--- src/sv/mlfs_pkg.sv ---
// Package for the marker/length frame scanner: types, sizes and helpers.
package mlfs_pkg;

    localparam int MAX_MARKER   = 8;
    localparam int LENGTH_BYTES = 3;
    localparam int FILL_W       = 4;
    localparam int SEL_W        = 3;
    localparam int QDEPTH       = 4;
    localparam int QPTR_W       = 2;
    localparam int QCNT_W       = 3;

    localparam logic [1:0] CFG_MARKER_LEN   = 2'd0;
    localparam logic [1:0] CFG_MARKER_BYTES = 2'd1;
    localparam logic [1:0] CFG_MAX_PRODUCTS = 2'd2;

    typedef struct packed {
        logic [23:0] frame_length;
        logic [15:0] product_count;
        logic        is_summary;
        logic        last_result;
    } t_result;

    typedef struct packed {
        logic    valid0;
        logic    valid1;
        t_result res0;
        t_result res1;
    } t_push;

    typedef struct packed {
        logic shift;
        logic clear;
    } t_win_ctl;

    // Marker length in use: 0 counts as 1, above MAX_MARKER is clamped.
    function automatic logic [FILL_W-1:0] active_len(input logic [3:0] len);
        logic [FILL_W-1:0] m;
        m = len;
        if (m == '0) begin
            m = FILL_W'(1);
        end else if (m > FILL_W'(MAX_MARKER)) begin
            m = FILL_W'(MAX_MARKER);
        end
        return m;
    endfunction

endpackage

--- src/sv/mlfs_win_cell.sv ---
// One byte cell of the sliding match window.
module mlfs_win_cell (
    input  logic              i_clk,
    input  logic              i_rst_n,
    input  mlfs_pkg::t_win_ctl i_ctl,
    input  logic [7:0]        i_din,
    input  logic [7:0]        i_marker,
    output logic [7:0]        o_byte,
    output logic              o_hit
);
    import mlfs_pkg::*;

    logic [7:0] r_byte;
    logic [7:0] n_byte;

    always_comb begin
        n_byte = r_byte;
        if (i_ctl.clear) begin
            n_byte = '0;
        end else if (i_ctl.shift) begin
            n_byte = i_din;
        end
    end

    always_ff @(posedge i_clk) begin
        if (!i_rst_n) begin
            r_byte <= '0;
        end else begin
            r_byte <= n_byte;
        end
    end

    // compare the byte this cell takes on a shift
    assign o_hit  = (i_din == i_marker);
    assign o_byte = r_byte;

endmodule

--- src/sv/mlfs_ctrl.sv ---
// Scan control: mode, length field, skip counter, message count, results.
module mlfs_ctrl (
    input  logic                        i_clk,
    input  logic                        i_rst_n,
    input  logic                        i_accept,
    input  logic [7:0]                  i_data_byte,
    input  logic                        i_last_byte,
    input  logic [mlfs_pkg::FILL_W-1:0] i_mlen,
    input  logic [15:0]                 i_max_products,
    input  logic                        i_win_hit,
    output mlfs_pkg::t_win_ctl          o_win_ctl,
    output mlfs_pkg::t_push             o_push
);
    import mlfs_pkg::*;

    localparam logic [1:0] MODE_HUNT   = 2'd0;
    localparam logic [1:0] MODE_LENGTH = 2'd1;
    localparam logic [1:0] MODE_SKIP   = 2'd2;

    logic [1:0]        r_mode,  n_mode;
    logic [FILL_W-1:0] r_fill,  n_fill;
    logic [23:0]       r_acc,   n_acc;
    logic [1:0]        r_seen,  n_seen;
    logic [23:0]       r_skip,  n_skip;
    logic [15:0]       r_count, n_count;

    logic              active;
    logic              frame;
    logic [23:0]       acc_next;
    logic [23:0]       hdr;
    logic [23:0]       skip_calc;
    logic [23:0]       skip_dec;
    logic [FILL_W-1:0] fill_inc;
    t_result           frame_res;
    t_result           summ_res;

    always_comb begin
        n_mode    = r_mode;
        n_fill    = r_fill;
        n_acc     = r_acc;
        n_seen    = r_seen;
        n_skip    = r_skip;
        n_count   = r_count;
        o_win_ctl = '0;
        frame     = 1'b0;
        active    = (r_count < i_max_products);
        acc_next  = {r_acc[15:0], i_data_byte};
        hdr       = 24'(i_mlen) + 24'(LENGTH_BYTES);
        skip_calc = (acc_next > hdr) ? (acc_next - hdr) : '0;
        skip_dec  = (r_skip != '0) ? (r_skip - 24'd1) : r_skip;
        fill_inc  = (r_fill < FILL_W'(MAX_MARKER)) ? (r_fill + FILL_W'(1)) : r_fill;

        if (i_accept && active) begin
            unique case (r_mode)
                MODE_LENGTH: begin
                    n_acc  = acc_next;
                    n_seen = r_seen + 2'd1;
                    if (r_seen == 2'(LENGTH_BYTES - 1)) begin
                        n_count         = r_count + 16'd1;
                        frame           = 1'b1;
                        n_skip          = skip_calc;
                        n_seen          = '0;
                        n_fill          = '0;
                        o_win_ctl.clear = 1'b1;
                        n_mode          = (skip_calc != '0) ? MODE_SKIP : MODE_HUNT;
                    end
                end
                MODE_SKIP: begin
                    n_skip = skip_dec;
                    if (skip_dec == '0) begin
                        n_mode = MODE_HUNT;
                    end
                end
                default: begin
                    o_win_ctl.shift = 1'b1;
                    n_fill          = fill_inc;
                    n_mode          = MODE_HUNT;
                    if ((fill_inc >= i_mlen) && i_win_hit) begin
                        n_mode = MODE_LENGTH;
                        n_acc  = '0;
                        n_seen = '0;
                    end
                end
            endcase
        end

        frame_res.frame_length  = acc_next;
        frame_res.product_count = n_count;
        frame_res.is_summary    = 1'b0;
        frame_res.last_result   = !i_last_byte;

        summ_res.frame_length  = '0;
        summ_res.product_count = n_count;
        summ_res.is_summary    = 1'b1;
        summ_res.last_result   = 1'b1;

        o_push        = '0;
        o_push.res0   = frame ? frame_res : summ_res;
        o_push.res1   = summ_res;
        o_push.valid0 = frame || (i_accept && i_last_byte);
        o_push.valid1 = frame && i_last_byte;

        // end of stream clears the scan state and the message count; configuration stays
        if (i_accept && i_last_byte) begin
            n_mode          = MODE_HUNT;
            n_fill          = '0;
            n_acc           = '0;
            n_seen          = '0;
            n_skip          = '0;
            n_count         = '0;
            o_win_ctl.clear = 1'b1;
        end
    end

    always_ff @(posedge i_clk) begin
        if (!i_rst_n) begin
            r_mode  <= MODE_HUNT;
            r_fill  <= '0;
            r_acc   <= '0;
            r_seen  <= '0;
            r_skip  <= '0;
            r_count <= '0;
        end else begin
            r_mode  <= n_mode;
            r_fill  <= n_fill;
            r_acc   <= n_acc;
            r_seen  <= n_seen;
            r_skip  <= n_skip;
            r_count <= n_count;
        end
    end

endmodule

--- src/sv/mlfs_out_queue.sv ---
// Small result queue: takes up to two results a cycle, hands out one.
module mlfs_out_queue (
    input  logic              i_clk,
    input  logic              i_rst_n,
    input  mlfs_pkg::t_push   i_push,
    output logic              o_space,
    output logic              o_valid,
    input  logic              i_ready,
    output mlfs_pkg::t_result o_res
);
    import mlfs_pkg::*;

    t_result             r_mem [QDEPTH];
    logic [QPTR_W-1:0]   r_wr, n_wr;
    logic [QPTR_W-1:0]   r_rd, n_rd;
    logic [QCNT_W-1:0]   r_cnt, n_cnt;
    logic [QPTR_W-1:0]   wr1;
    logic                pop;
    logic [1:0]          npush;

    assign pop     = (r_cnt != '0) && i_ready;
    assign npush   = 2'(i_push.valid0) + 2'(i_push.valid1);
    assign wr1     = r_wr + QPTR_W'(1);
    assign o_valid = (r_cnt != '0);
    assign o_res   = r_mem[r_rd];
    // room for a request that brings two results
    assign o_space = (r_cnt <= QCNT_W'(QDEPTH - 2));

    always_comb begin
        n_wr  = r_wr + QPTR_W'(npush);
        n_rd  = pop ? (r_rd + QPTR_W'(1)) : r_rd;
        n_cnt = r_cnt + QCNT_W'(npush) - QCNT_W'(pop);
    end

    always_ff @(posedge i_clk) begin
        if (i_push.valid0) begin
            r_mem[r_wr] <= i_push.res0;
        end
        if (i_push.valid1) begin
            r_mem[wr1] <= i_push.res1;
        end
    end

    always_ff @(posedge i_clk) begin
        if (!i_rst_n) begin
            r_wr  <= '0;
            r_rd  <= '0;
            r_cnt <= '0;
        end else begin
            r_wr  <= n_wr;
            r_rd  <= n_rd;
            r_cnt <= n_cnt;
        end
    end

endmodule

--- src/sv/marker_length_frame_scanner_core.sv ---
// Top level of the marker/length frame scanner.
//
// Takes one stream byte per cycle. A row of eight byte cells forms the
// sliding window; each cell compares the byte it is about to take with its
// marker byte, so a match is known in the cycle the last marker byte is
// accepted. The next three bytes give the big-endian message length and the
// rest of the message is skipped. Each byte yields zero, one or two results
// (message, then end-of-stream summary on the last byte); results go into a
// four-entry queue, and o_ready drops while fewer than two entries are free.
// With the output side ready, the rate is one byte per cycle; results leave
// one per cycle while i_ready is high. Configuration is to be written via
// i_cfg_we/i_cfg_index/i_cfg_data while the block is idle; it is not enforced.
module marker_length_frame_scanner_core (
    input  logic        i_clk,
    input  logic        i_rst_n,
    input  logic        i_cfg_we,
    input  logic [1:0]  i_cfg_index,
    input  logic [63:0] i_cfg_data,
    input  logic        i_valid,
    output logic        o_ready,
    input  logic [7:0]  i_data_byte,
    input  logic        i_last_byte,
    output logic        o_valid,
    input  logic        i_ready,
    output logic [23:0] o_frame_length,
    output logic [15:0] o_product_count,
    output logic        o_is_summary,
    output logic        o_last_result
);
    import mlfs_pkg::*;

    logic [3:0]        r_marker_len;
    logic [63:0]       r_marker_bytes;
    logic [15:0]       r_max_products;

    logic [FILL_W-1:0] mlen;
    logic              accept;
    t_win_ctl          win_ctl;
    t_push             push;
    t_result           res;
    logic [7:0]        cell_byte [MAX_MARKER];
    logic [MAX_MARKER-1:0] cell_hit;
    logic [MAX_MARKER-1:0] cell_use;
    logic              win_hit;

    always_ff @(posedge i_clk) begin
        if (!i_rst_n) begin
            r_marker_len   <= 4'd4;
            r_marker_bytes <= '0;
            r_max_products <= 16'hFFFF;
        end else if (i_cfg_we) begin
            unique case (i_cfg_index)
                CFG_MARKER_LEN:   r_marker_len   <= i_cfg_data[3:0];
                CFG_MARKER_BYTES: r_marker_bytes <= i_cfg_data;
                CFG_MAX_PRODUCTS: r_max_products <= i_cfg_data[15:0];
                default: ;
            endcase
        end
    end

    assign mlen   = active_len(r_marker_len);
    assign accept = i_valid && o_ready;

    // cell p holds the p-th newest byte and matches marker byte m-1-p
    for (genvar p = 0; p < MAX_MARKER; p++) begin : g_cell
        logic [FILL_W-1:0] idx;
        logic [7:0]        din;
        logic [7:0]        mbyte;

        assign idx         = mlen - FILL_W'(1) - FILL_W'(p);
        assign mbyte       = r_marker_bytes[{idx[SEL_W-1:0], 3'b000} +: 8];
        assign cell_use[p] = (FILL_W'(p) < mlen);

        if (p == 0) begin : g_head
            assign din = i_data_byte;
        end else begin : g_body
            assign din = cell_byte[p-1];
        end

        mlfs_win_cell u_cell (
            .i_clk    (i_clk),
            .i_rst_n  (i_rst_n),
            .i_ctl    (win_ctl),
            .i_din    (din),
            .i_marker (mbyte),
            .o_byte   (cell_byte[p]),
            .o_hit    (cell_hit[p])
        );
    end

    assign win_hit = &(cell_hit | ~cell_use);

    mlfs_ctrl u_ctrl (
        .i_clk          (i_clk),
        .i_rst_n        (i_rst_n),
        .i_accept       (accept),
        .i_data_byte    (i_data_byte),
        .i_last_byte    (i_last_byte),
        .i_mlen         (mlen),
        .i_max_products (r_max_products),
        .i_win_hit      (win_hit),
        .o_win_ctl      (win_ctl),
        .o_push         (push)
    );

    mlfs_out_queue u_queue (
        .i_clk   (i_clk),
        .i_rst_n (i_rst_n),
        .i_push  (push),
        .o_space (o_ready),
        .o_valid (o_valid),
        .i_ready (i_ready),
        .o_res   (res)
    );

    assign o_frame_length  = res.frame_length;
    assign o_product_count = res.product_count;
    assign o_is_summary    = res.is_summary;
    assign o_last_result   = res.last_result;

endmodule

--- config.mk ---
export PLATFORM = sky130hd
export DESIGN_NAME = marker_length_frame_scanner_core
export DESIGN_NICKNAME = d
export VERILOG_FILES = /design/src/sv/mlfs_pkg.sv /design/src/sv/mlfs_win_cell.sv /design/src/sv/mlfs_ctrl.sv /design/src/sv/mlfs_out_queue.sv /design/src/sv/marker_length_frame_scanner_core.sv
export SDC_FILE = /design/constraint.sdc
export NUM_CORES = 1
export LEC_CHECK = 0
export ABC_AREA = 1
export BUFFER_PORTS_ARGS = -buffer_cell sky130_fd_sc_hd__buf_2
export CAP_MARGIN = 20
export CORE_MARGIN = 2
export CORE_UTILIZATION = 31
export DETAILED_ROUTE_END_ITERATION = 10
export GPL_TIMING_DRIVEN = 0
export HOLD_SLACK_MARGIN = 0.06
export REMOVE_ABC_BUFFERS = 1
export SLEW_MARGIN = 20
export SYNTH_ARGS = -nofsm -noshare
export SYNTH_HDL_FRONTEND = slang
export SYNTH_SLANG_ARGS = --single-unit
--- constraint.sdc ---
create_clock -name i_clk -period 3.55 [get_ports i_clk]
set_input_delay 1.065 -clock i_clk [delete_from_list [all_inputs] [get_ports i_clk]]
set_output_delay 1.065 -clock i_clk [all_outputs]
set_load 0.02 [all_outputs]
==> run summary, run 1 <==
The biggest area contributor in the post-synthesis netlist is sky130_fd_sc_hd__dfxtp_1. Entering global routing, the biggest net connects 67 pins. The run gives 0 as the final-report max-slew violation count. The core occupancy in the finished layout was 36.6%. The worst register-to-register path ends at u_ctrl.r_mode[1]. In this run the core area contains 95 standard-cell rows. Data arrives at the worst endpoint at 4.02 ns.

The final setup TNS is 0 ns. The detailed-router iteration count before antenna repair was 8. The H-tree generated during clock tree synthesis spans 2 levels. Maximum fanout along the worst path: 18. Cells with a size suffix above 1 make up 11.2% of the layout. TritonCTS built the clock tree. Before CTS, the worst setup slack after placement is -3.09 ns. The path class of the tightest hold or removal check is reg2reg. The flow ran to the end, and the final reports show no timing, DRC or antenna violations. Global routing usage on met2: 32.7%.

Global routing finished with a remaining overflow of 0. The proportion of synthesized flip-flops having asynchronous set or reset is 0%, and the detailed-route vias per instance is 5.19. After synthesis, the most frequently instantiated cells are 738 x sky130_fd_sc_hd__nand2_1, 435 x sky130_fd_sc_hd__nor2_1, 400 x sky130_fd_sc_hd__nand3_1. The run gives 381 as the count of clock tree sinks. The worst register-to-register path begins at r_marker_len[3]. The tool flagged a number of max-cap violations equal to 0. In this run the biggest area consumer among cell types represents 30.3% of the synthesized area.

The clock tree skew after final layout was 0.0167 ns; the number of input and output port buffers inserted was 123. The count of endpoints failing setup in the final report is 0. The critical path is of the reg2reg type. Routability-driven placement finished with a final weighted congestion of 0.909. Final instance count without filler cells: 4,068. For the standard cell area after detailed placement, the log shows 22,200 sq um.

Traced cell by cell, the critical path runs through clkinv_8 > nand2_8 > nand2_8 > ha_4 > clkinv_8 > fa_2 > nand2_1 > nand2_2 > a21oi_4 > nand2_4 > o21ai_2 > nand2_2 > buf_4 > nand3_1 > nand2_1 > nor3_1 > nand2_1 > nor2_1 > nand2_1 > a21oi_1 > nor2_1. Counting every instance in the synthesized netlist gives 3,093. The count of endpoints failing hold in the final timing report is 0.

The most numerous cell in the Yosys netlist is sky130_fd_sc_hd__nand2_1. The tools report the number of buffers created by CTS as 43. In this run the tightest slew margin relative to its limit is 38.3%. The run gives 124 as the I/O pin count. The vias after detailed routing is 21.1k.

The most numerous cell type found on the critical path is sky130_fd_sc_hd__nand2_1. At the end of the flow, the number of nets in the layout was 3,277. The slew at the pin with the worst max-slew slack came out at 0.923 ns. The first-pass GRT wire length is 113,000 microns, and the number of antenna violations at the first check in global routing is 6.

The final cycle utilization of the critical path came out at 99.8%. The placed cell count is 3,942. Yosys attributes the largest share of cell area to sky130_fd_sc_hd__dfxtp_1 30%, sky130_fd_sc_hd__nand2_1 13%, sky130_fd_sc_hd__nand3_1 9.5%.

Counting along the longest clock path gives a buffer depth of 3. The logs give 0.318 mV for the highest ir drop seen on vdd and 69,700 sq um for the area of the die. Power spread over the standard cell area amounts to 627 nW/um^2. The number of design rule violations left after detail routing was 0. The largest single stage delay on the critical path is 0.43 ns. Floorplan die height: 264 microns. The slowest library cell on the worst path was sky130_fd_sc_hd__dfxtp_4. The synthesized area divided by synthesized cell count was 6.78 sq um; the total of fill cells in the finished design was 7,255. The count of nets left with antenna violations once routing finished came out at 0. Wires add up to 73,100 microns. Global routing used 20.4% of the available tracks. The summed area of non-filler cells in the final layout came out at 24,600 sq um. The met1 track demand over resource in global routing was 27.4%; the achievable clock frequency was 0.282 GHz.

The number of global-route vias before repair came out at 19.7k. Launching element of the worst setup path: r_marker_len[3]. STA classifies the critical path startpoint as a flop.

Synthesis inferred 381 register bits. In the synthesized netlist the dominant register cell turns out to be sky130_fd_sc_hd__dfxtp_1. The netlist uses 46 different library cells. From synthesis to final layout, the design area changed by 17.2%.

Clock tree synthesis selected as its root buffer the cell sky130_fd_sc_hd__clkbuf_16. The worst register-to-register path has a depth of 21. The width of the chip is 264 microns, and the core footprint is 67,000 sq um. The time the worst path needs with I/O delays and setup works out to 3.54 ns.

The tools report the initial cell density of the core as 31.3%. The logs give 0.58 ns for the clock latency of the later-clocked register in the worst-skew pair and 0.006 ns for the register-to-register path setup slack. The count of yosys warnings during synthesis is 0. The half-perimeter wire length after placement was 46,300 microns.

Critical path endpoint category: a flop. In this run the static leakage power is 10.4 nW. The detailed router finished its first iteration with 1,929 violations. STA puts the critical path data required time at 4.02 ns. Clock-pin slew was measured on the worst setup and hold paths at 0.06 ns. Setup repair after global routing could not meet its margin everywhere. Sequential cells were found to cover 39.4% of the synthesized design area. The busiest layer in global routing was met2. In this run the worst setup path terminates at u_ctrl.r_mode[1].

The number of enable flip-flop cells after synthesis was 64; the global routing usage on met3 was 4.00%. Final worst setup slack: 0.00574 ns. Summing every instance area after synthesis gives 21,000 sq um. Detail-routed net length per standard cell: 18.0 microns.
-- logic make-up after synthesis --
family	share of synthesized area [%]
other	0.0179
AND/OR/NAND/NOR	33.5
flip-flops	39.4
AO/OA/AOI/OAI	14.5
XOR/XNOR	2.18
adder cells (fa/ha/maj)	2.28
buffers and inverters	8.09
-- registers in the layout, summed over array words and instances (netlist names), 3 cells and up, named ones only --
| register | cells |
|---|---|
| g_cell.u_cell.o_byte | 56 |
| r_marker_bytes | 64 |
| r_marker_len | 4 |
| r_max_products | 16 |
| u_ctrl.r_acc | 16 |
| u_ctrl.r_count | 16 |
| u_ctrl.r_fill | 4 |
| u_ctrl.r_skip | 24 |
| u_queue.r_cnt | 3 |
| u_queue.r_mem | 168 |
-- layout make-up --
class                           instances  area, sq um  share of cell area (%)
Clock inverter                         21          236                   0.963
Tap cell                              873         1090                    4.45
Timing Repair Buffer                  173         1280                    5.22
Antenna cell                            4         10.0                  0.0407
Timing Repair inverter                  2         13.8                  0.0560
Multi-Input combinational cell       2313        11500                    46.7
Clock buffer                           55         1170                    4.77
Inverter                              246         1010                    4.11
Sequential cell                       381         8280                    33.7
-- per-stage QoR --
| stage | total power, mW | hold WS (ns) |
|---|---|---|
| after floorplan | 8.73 | 0.420 |
| after global placement | 10.4 | 0.431 |
| after detailed placement | 10.4 | 0.439 |
| after CTS | 15.3 | 0.454 |
| after global routing | 16.3 | 0.473 |
| final | 15.4 | 0.450 |
-- critical path: cells and delay by family (launching register included) --
kind	cells	cell delay (ns)
AO/OA/AOI/OAI	3	0.47
adder cells (fa/ha/maj)	2	0.76
buffers and inverters	3	0.44
flip-flops	1	0.43
AND/OR/NAND/NOR	13	1.29
-- report_power, final --
part | switching [mW] | internal (mW)
Combinational | 3.91 | 1.89
Sequential | 0.297 | 4.73
Clock | 1.93 | 2.63
Total | 6.14 | 9.25
-- what timing repair did --
action,in CTS,in global routing
pin swaps,10,13
hold buffers,0,0
resized for setup,73,37
setup buffers,22,9
gates cloned,13,1
setup endpoints to repair,307,209
-- placed cells by master, fill, tap and decap left out, types with 16 or more instances in the layout --
cell                        instances
sky130_fd_sc_hd__o22ai_1           42
sky130_fd_sc_hd__buf_2            122
sky130_fd_sc_hd__xor2_1            31
sky130_fd_sc_hd__nand4_1           16
sky130_fd_sc_hd__o21ai_0          280
sky130_fd_sc_hd__buf_4             29
sky130_fd_sc_hd__nand2_2           20
sky130_fd_sc_hd__o211ai_1          27
sky130_fd_sc_hd__nor3_1            26
sky130_fd_sc_hd__a211oi_1          59
sky130_fd_sc_hd__ha_1              30
sky130_fd_sc_hd__inv_1            221
sky130_fd_sc_hd__nand2_1          722
sky130_fd_sc_hd__clkbuf_16         43
sky130_fd_sc_hd__a21oi_1          118
sky130_fd_sc_hd__nand3_1          393
sky130_fd_sc_hd__edfxtp_1          64
sky130_fd_sc_hd__dfxtp_1          312
sky130_fd_sc_hd__nor2_1           428
-- how the worst min path moves through the flow --
stage | startpoint | to | slack (ns) | cells after the start
2_1_floorplan | u_queue.r_mem[0][18] | u_queue.r_mem[0][18] | 0.42 | 2
4_1_cts | u_queue.r_mem[0][18] | u_queue.r_mem[0][18] | 0.45 | 2
3_5_place_dp | u_queue.r_mem[3][20] | u_queue.r_mem[3][20] | 0.44 | 2
5_1_grt | u_queue.r_mem[3][20] | u_queue.r_mem[3][20] | 0.47 | 2
6_report | u_queue.r_mem[0][18] | u_queue.r_mem[0][18] | 0.45 | 2
3_3_place_gp | u_queue.r_mem[3][20] | u_queue.r_mem[3][20] | 0.43 | 2
-- per-layer routing --
metal	vias to the layer above	part of all wire [%]
met5	-	0.015
met4	2	3.2
met3	141	7.9
met2	807	45
met1	9743	44
li1	10407	-
(Power assumes the default switching activity.)
==> inputs of run 2 (changes only) <==
--- a/config.mk
+++ b/config.mk
@@ -8,6 +8,7 @@
 export ABC_AREA = 1
 export BUFFER_PORTS_ARGS = -buffer_cell sky130_fd_sc_hd__buf_2
 export CAP_MARGIN = 20
+export CORE_ASPECT_RATIO = 0.7
 export CORE_MARGIN = 2
 export CORE_UTILIZATION = 31
 export DETAILED_ROUTE_END_ITERATION = 10
==> run summary, run 2 (synthesis gave the netlist of run 1 again) <==
The pin count of the biggest net entering global routing was 71 (was 67). The logs give 0.920 (was 0.909) for the routability-driven placement congestion ratio and 0 (unchanged) for the number of buffers inserted for hold repair after clock tree synthesis. The final-report max-slew violation count was 0 (unchanged). For the final setup TNS, the log shows -0.715 ns (was 0 ns).

The tools report the clock tree root buffer cell as sky130_fd_sc_hd__clkbuf_16 (unchanged). Total power after layout: 15.7 mW (was 15.4 mW). The run gives 4.01 ns (was 4.02 ns) as the worst path required time. Setup repair after global routing could not meet its margin everywhere. Count of endpoints failing hold in the final timing report: 0 (unchanged). The register bank with the most flops is u_queue.r_mem (unchanged). The placed cell count was 3,960 (was 3,942). The tools report the worst hold path startpoint as u_queue.r_mem[3][20] (was u_queue.r_mem[0][18]). The count of endpoints failing setup in the final report came out at 18 (was 0). The clock edge transition at the registers on the reported setup and hold paths works out to 0.06 ns (about the same). The first-pass GRT wire length came out at 115,000 microns (was 113,000 microns).

The type of the setup path with the least slack is reg2reg (unchanged). The tools report the number of antenna repair diodes as 0 (was 4). Depth of the CTS H-tree: 2 (unchanged). The post-synthesis to final-layout area growth is 18.9% (was 17.2%), and the area of the die is 69,800 sq um (was 69,700 sq um). The part of the total power dissipated in sequential elements was 32.0% (was 32.7%); the floorplan die height was 222 microns (was 264 microns).

The placement-stage worst setup slack came out at -3.60 ns (was -3.09 ns). The width of the chip is 315 microns (was 264 microns), and the time the worst path needs with I/O delays and setup is 3.63 ns (was 3.54 ns). Number of global-route vias before repair: 19.6k (was 19.7k). The tools report the sort of element at the start of the critical path as a flop (unchanged).

The commonest non-fill, non-tap cell in the layout was sky130_fd_sc_hd__nand2_1 (unchanged). The worst slew margin relative to its limit is 34.9% (was 38.3%). The overall fraction of global-route tracks in use was 20.8% (was 20.4%); the depth of the worst register-to-register path was 27 (was 21). The achievable clock frequency was 0.275 GHz (was 0.282 GHz). Total of fill cells in the finished design: 7,027 (was 7,255). Switching portion of total power: 40.2% (was 39.9%). The worst hold path depth came out at 2 (unchanged).

Classification of the worst-slack hold path: reg2reg (unchanged). Multi-input gate area in the final layout: 11,700 sq um (was 11,500 sq um). The half-perimeter wire length after placement was 47,100 microns (was 46,300 microns); the count of nets left with antenna violations after detail routing was 0 (unchanged). The total congestion overflow after global routing was 0 (unchanged).

Final cycle utilization of the critical path: 102% (was 99.8%). The maximum fanout along the worst path is 7 (was 18). Most frequent cells in the layout: 697 x sky130_fd_sc_hd__nand2_1, 426 x sky130_fd_sc_hd__nor2_1, 381 x sky130_fd_sc_hd__nand3_1 (was 722 x sky130_fd_sc_hd__nand2_1, 428 x sky130_fd_sc_hd__nor2_1, 393 x sky130_fd_sc_hd__nand3_1). The share of total power in the clock network was 28.9% (was 29.6%); the count of clock tree sinks was 381 (unchanged).

The vias after detailed routing is 21.2k (was 21.1k). For the combinational share of power, the log shows 39.2% (was 37.7%). The clock tree skew after final layout is 0.0233 ns (was 0.0167 ns). The run finished, with violations left.

The standard cell area after detailed placement is 22,300 sq um (was 22,200 sq um), and the internal cell power is 9.40 mW (was 9.25 mW). The tools report the highest ir drop seen on vdd as 0.336 mV (was 0.318 mV). The launching element of the worst setup path is r_marker_len[0] (was r_marker_len[3]). The summed area of non-filler cells in the final layout is 24,900 sq um (was 24,600 sq um).

The worst endpoint data arrival time is 4.09 ns (was 4.02 ns). The clock latency of the later-clocked register in the worst-skew pair came out at 0.58 ns (about the same). The critical path endpoint category is a flop (unchanged). The I/O pin count is 124 (unchanged). Core occupancy in the finished layout: 37.4% (was 36.6%). The tools report the launch instance of the worst register-to-register path as r_marker_len[0] (was r_marker_len[3]). For the number of design rule violations left after detail routing, the log shows 0 (unchanged). The DRC violation total after the first TritonRoute iteration was 2,227 (was 1,929). The logs give 6.33 mW (was 6.14 mW) for the net switching power and 8280 sq um (about the same) for the sequential cell area. The tools report the clock tree buffer depth as 3 (unchanged). The number of placement rows was 79 (was 95). The slowest library cell on the worst path is sky130_fd_sc_hd__dfxtp_2 (was sky130_fd_sc_hd__dfxtp_4).

The logs give 43 (unchanged) for the number of buffers created by CTS and -0.0817 ns (was 0.00574 ns) for the final worst setup slack. The tools report the number of nets in the finished design as 3,285 (was 3,277). The final reports fail on setup timing. The critical path's largest stage delay is 0.50 ns (was 0.43 ns). The cell seen most often among critical-path stages was sky130_fd_sc_hd__nand2_1 (unchanged). The tools report the number of antenna violations at the first check in global routing as 2 (was 6). The number of flip-flops in the largest register is 168 (unchanged). The total wire length was 74,500 microns (was 73,100 microns). The static leakage was 10.5 nW (was 10.4 nW); the detail-routed net length per standard cell was 18.2 microns (was 18.0 microns). For the final instance count without filler cells, the log shows 4,089 (was 4,068).

The detailed-router iteration count before antenna repair is 6 (was 8). Core footprint: 66,700 sq um (was 67,000 sq um). For the reported max-cap violation count, the log shows 0 (unchanged). Share of cells above drive strength 1: 12.9% (was 11.2%). The power density of the placed cells was 631 nW/um^2 (was 627 nW/um^2); the detailed-route vias per instance was 5.18 (was 5.19).

TritonCTS built the clock tree. The slew at the pin with the worst max-slew slack is 0.976 ns (was 0.923 ns). The worst hold slack across all endpoints was 0.451 ns (was 0.450 ns). The tools report the initial cell density of the core as 31.4% (was 31.3%). The number of input and output port buffers inserted works out to 123 (unchanged).
[run 2: cell count changes in the layout (fill, tap and decap cells not counted), sizes merged]
cell      delta
buf          +9
bufbuf       -1
clkbuf       +3
clkinv       -3
clkinvlp     -2
diode        -4
inv          +1
[run 2: power by group through the flow]
| stage | Sequential, mW | Clock, mW | Combinational [mW] |
|---|---|---|---|
| final | 5.03 | 4.54 | 6.16 |
| after floorplan | 5.05 | 0 | 3.68 |
| after detailed placement | 5.11 | 0 | 5.36 |
| after global placement | 5.18 | 0 | 5.26 |
| after global routing | 5.07 | 4.79 | 6.75 |
| after CTS | 5.02 | 4.61 | 5.84 |
[run 2: worst paths after layout]
| path | end | slack (ns) |
|---|---|---|
| max | u_ctrl.r_seen[0] | -0.08 |
| min | u_queue.r_mem[3][20] | 0.45 |
| max reg2reg | u_ctrl.r_seen[0] | -0.08 |
| min reg2reg | u_queue.r_mem[3][20] | 0.45 |
[run 2: layer usage]
layer / part of all wire [%] / GRT usage [%] / up-vias / wire [microns]
met5: 0.023 / 0 / - / 17
met4: 2.4 / 5.81 / 4 / 1770
met2: 41 / 29.5 / 907 / 30200
met1: 46 / 30.7 / 9732 / 34400
li1: - / - / 10416 / -
met3: 11 / 5.31 / 124 / 8120
[run 2: cell type report]
| cell class | instances | share of cell area, % |
|---|---|---|
| Inverter | 246 | 4.16 |
| Timing Repair inverter | 2 | 0.0652 |
| Clock buffer | 58 | 4.79 |
| Clock inverter | 17 | 0.793 |
| Multi-Input combinational cell | 2313 | 46.8 |
| Tap cell | 891 | 4.47 |
| Timing Repair Buffer | 181 | 5.69 |
| Sequential cell | 381 | 33.2 |
[run 2: what timing repair did]
item                                    in CTS  in global routing
setup buffers                               33                  9
endpoints found under the setup margin     340                152
cloned                                      13                  1
pin swaps                                   16                 28
resized for setup                           97                 90
[run 2: worst max-delay path, delay by kind of cell, from the launching register on]
family,cells,cell delay [ns]
flops,1,0.50
simple gates,18,1.65
buf+inv,7,0.83
fa+ha+maj,1,0.28
xor+xnor,1,0.24
==> inputs of run 3 (changes only) <==
==> constraint.sdc (replaced) <==
create_clock -name i_clk -period 3.55 [get_ports i_clk]
set_input_delay 0.1775 -clock i_clk [delete_from_list [all_inputs] [get_ports i_clk]]
set_output_delay 0.1775 -clock i_clk [all_outputs]
set_load 0.02 [all_outputs]
==> run summary, run 3 (synthesis gave the netlist of run 1 again) <==
The flow ran to the end, and the final reports show no timing, DRC or antenna violations. For the DRC violation total after the first TritonRoute iteration, the log shows 2,147 (was 2,227). The final instance count without filler cells came out at 4,167 (was 4,089). Critical path endpoint category: a flop (unchanged). The number of placement rows was 79 (unchanged); the clock tree skew after final layout was 0.0245 ns (was 0.0233 ns).

The critical path's largest stage delay was 0.37 ns (was 0.50 ns). The launching element of the worst setup path is r_marker_len[3] (was r_marker_len[0]). The tools report the worst hold path startpoint as i_rst_n (was u_queue.r_mem[3][20]). The logs give 7970 microns (was 8120 microns) for the routed length on met3 and 124 (unchanged) for the I/O pin count. The worst path required time is 3.98 ns (was 4.01 ns). Most frequent cells in the layout: 699 x sky130_fd_sc_hd__nand2_1, 425 x sky130_fd_sc_hd__nor2_1, 387 x sky130_fd_sc_hd__nand3_1 (was 697 x sky130_fd_sc_hd__nand2_1, 426 x sky130_fd_sc_hd__nor2_1, 381 x sky130_fd_sc_hd__nand3_1). The tools report the initial cell density of the core as 31.4% (unchanged).

Cell seen most often among critical-path stages: sky130_fd_sc_hd__nand2_2 (was sky130_fd_sc_hd__nand2_1). Commonest non-fill, non-tap cell in the layout: sky130_fd_sc_hd__nand2_1 (unchanged). The logs give 21.6k (was 21.2k) for the vias after detailed routing and 20.0k (was 19.6k) for the number of global-route vias before repair. The detailed-route vias per instance was 5.17 (was 5.18); the static leakage was 10.8 nW (was 10.5 nW). The launch instance of the worst register-to-register path is r_marker_len[3] (was r_marker_len[0]). The final-report max-slew violation count was 0 (unchanged); the routability-driven placement congestion ratio was 0.920 (unchanged).

The power density of the placed cells came out at 615 nW/um^2 (was 631 nW/um^2). The classification of the worst-slack hold path is in2reg (was reg2reg). The number of buffers created by CTS came out at 43 (unchanged). The worst slew margin relative to its limit is 34.6% (was 34.9%). The run gives 116,000 microns (was 115,000 microns) as the first-pass GRT wire length. The post-synthesis to final-layout area growth is 22.5% (was 18.9%), and the floorplan die height is 222 microns (unchanged).

For the core footprint, the log shows 66,700 sq um (unchanged). The worst hold slack across all endpoints came out at 0.100 ns (was 0.451 ns). The total wire length is 75,200 microns (was 74,500 microns). Summed area of non-filler cells in the final layout: 25,700 sq um (was 24,900 sq um).

The tools report the detailed-router iteration count before antenna repair as 6 (unchanged). The achievable clock frequency was 0.285 GHz (was 0.275 GHz); the reported max-cap violation count was 0 (unchanged). The number of nets in the finished design was 3,362 (was 3,285). The slew at the pin with the worst max-slew slack is 0.980 ns (was 0.976 ns).

The count of clock tree sinks came out at 381 (unchanged). Clock tree buffer depth: 3 (unchanged). TritonCTS built the clock tree. The logs give 0 (unchanged) for the total congestion overflow after global routing and 0 (unchanged) for the number of design rule violations left after detail routing. The type of the setup path with the least slack was reg2reg (unchanged). The count of endpoints failing setup in the final report was 0 (was 18); the depth of the CTS H-tree was 2 (unchanged). The register bank with the most flops is u_queue.r_mem (unchanged). Final cycle utilization of the critical path: 98.8% (was 102%). The share of cells above drive strength 1 came out at 12.2% (was 12.9%). The run gives 69,800 sq um (unchanged) as the area of the die. The clock tree root buffer cell is sky130_fd_sc_hd__clkbuf_16 (unchanged). The detail-routed net length per standard cell was 18.1 microns (was 18.2 microns). The maximum fanout along the worst path was 8 (was 7). The logs give 0.0428 ns (was -0.0817 ns) for the final worst setup slack and 0 (unchanged) for the count of endpoints failing hold in the final timing report. The time the worst path needs with I/O delays and setup works out to 3.51 ns (was 3.63 ns). The run gives 22,300 sq um (unchanged) as the standard cell area after detailed placement. The number of input and output port buffers inserted came out at 123 (unchanged). The placed cell count came out at 3,960 (unchanged). The pin count of the biggest net entering global routing came out at 71 (unchanged). The number of antenna violations at the first check in global routing is 1 (was 2). Setup repair after global routing could not meet its margin everywhere. The core occupancy in the finished layout came out at 38.5% (was 37.4%). The wire length on met2 was 30,700 microns (was 30,200 microns); the half-perimeter wire length after placement was 47,100 microns (unchanged). The sort of element at the start of the critical path is a flop (unchanged). The clock edge transition at the registers on the reported setup and hold paths was 0.07 ns (was 0.06 ns); the count of nets left with antenna violations after detail routing was 0 (unchanged). Slowest library cell on the worst path: sky130_fd_sc_hd__dfxtp_4 (was sky130_fd_sc_hd__dfxtp_2).

The width of the chip is 315 microns (unchanged), and the clock latency of the later-clocked register in the worst-skew pair is 0.58 ns (about the same). For the total routed wire length on the met1 layer, the log shows 34,800 microns (was 34,400 microns). Number of flip-flops in the largest register: 168 (unchanged). The overall fraction of global-route tracks in use came out at 21.0% (was 20.8%).

The uppermost signal routing layer after detailed routing is met4 (was met5). The placement-stage worst setup slack was -3.60 ns (unchanged); the worst endpoint data arrival time was 3.94 ns (was 4.09 ns). Highest ir drop seen on vdd: 0.334 mV (was 0.336 mV).
==> run 3: power by group <==
group          switching, mW  internal [mW]  total [mW]  leakage [nW]
clock                   1.91           2.65        4.55         0.690
combinational           4.15           2.06        6.21          6.95
sequential             0.293           4.73        5.03          3.14
==> run 3: what timing repair did <==
item                                   4_1_cts  5_1_grt
gates cloned                                13        1
setup buffers                               33        2
hold buffers                                83        0
pin swaps                                   14       13
setup endpoints to repair                  313      102
endpoints found under the hold margin      100        0
gates resized for setup                     89       84
==> run 3: worst paths after layout <==
check / depth (start not counted) / to / slack, ns
worst min register to register: 2 / u_queue.r_mem[3][20] / 0.45
worst max register to register: 27 / u_ctrl.r_acc[7] / 0.04
worst min-delay path: 3 / r_marker_bytes[30] / 0.10
worst max-delay path: 27 / u_ctrl.r_acc[7] / 0.04
==> run 3: final cells by class <==
cell class | instances | area (sq um)
fill | 6961 | 41000
multi-input combinational | 2313 | 11700
sequential | 381 | 8290
timing repair buffer | 259 | 2200
clock buffer | 58 | 1190
tap | 891 | 1110
inverter | 246 | 1030
clock inverter | 17 | 198
timing repair inverter | 1 | 5.00
antenna | 1 | 2.50
==> run 3: through the flow <==
| step | power, mW | setup TNS, ns |
|---|---|---|
| floorplan | 8.73 | -85.77 |
| global placement | 10.4 | -1067.60 |
| detailed placement | 10.5 | -355.29 |
| CTS | 15.5 | -0.0164 |
| global route | 16.7 | -0.275 |
| finish | 15.8 | 0 |
==> run 3: layer usage <==
metal  GRT usage, %  vias to the layer above
met5              0                        -
met4           5.82                        0
met3           5.24                      127
met2           30.0                      952
met1           30.9                     9920
li1               -                    10555
==> run 3: worst max-delay path, delay by kind of cell (launching register included) <==
family / cells / cell delay, ns
AO/OA/AOI/OAI: 1 / 0.06
XOR/XNOR: 1 / 0.21
adder cells (fa/ha/maj): 1 / 0.28
buffers and inverters: 6 / 0.73
flip-flops: 1 / 0.37
AND/OR/NAND/NOR: 18 / 1.71
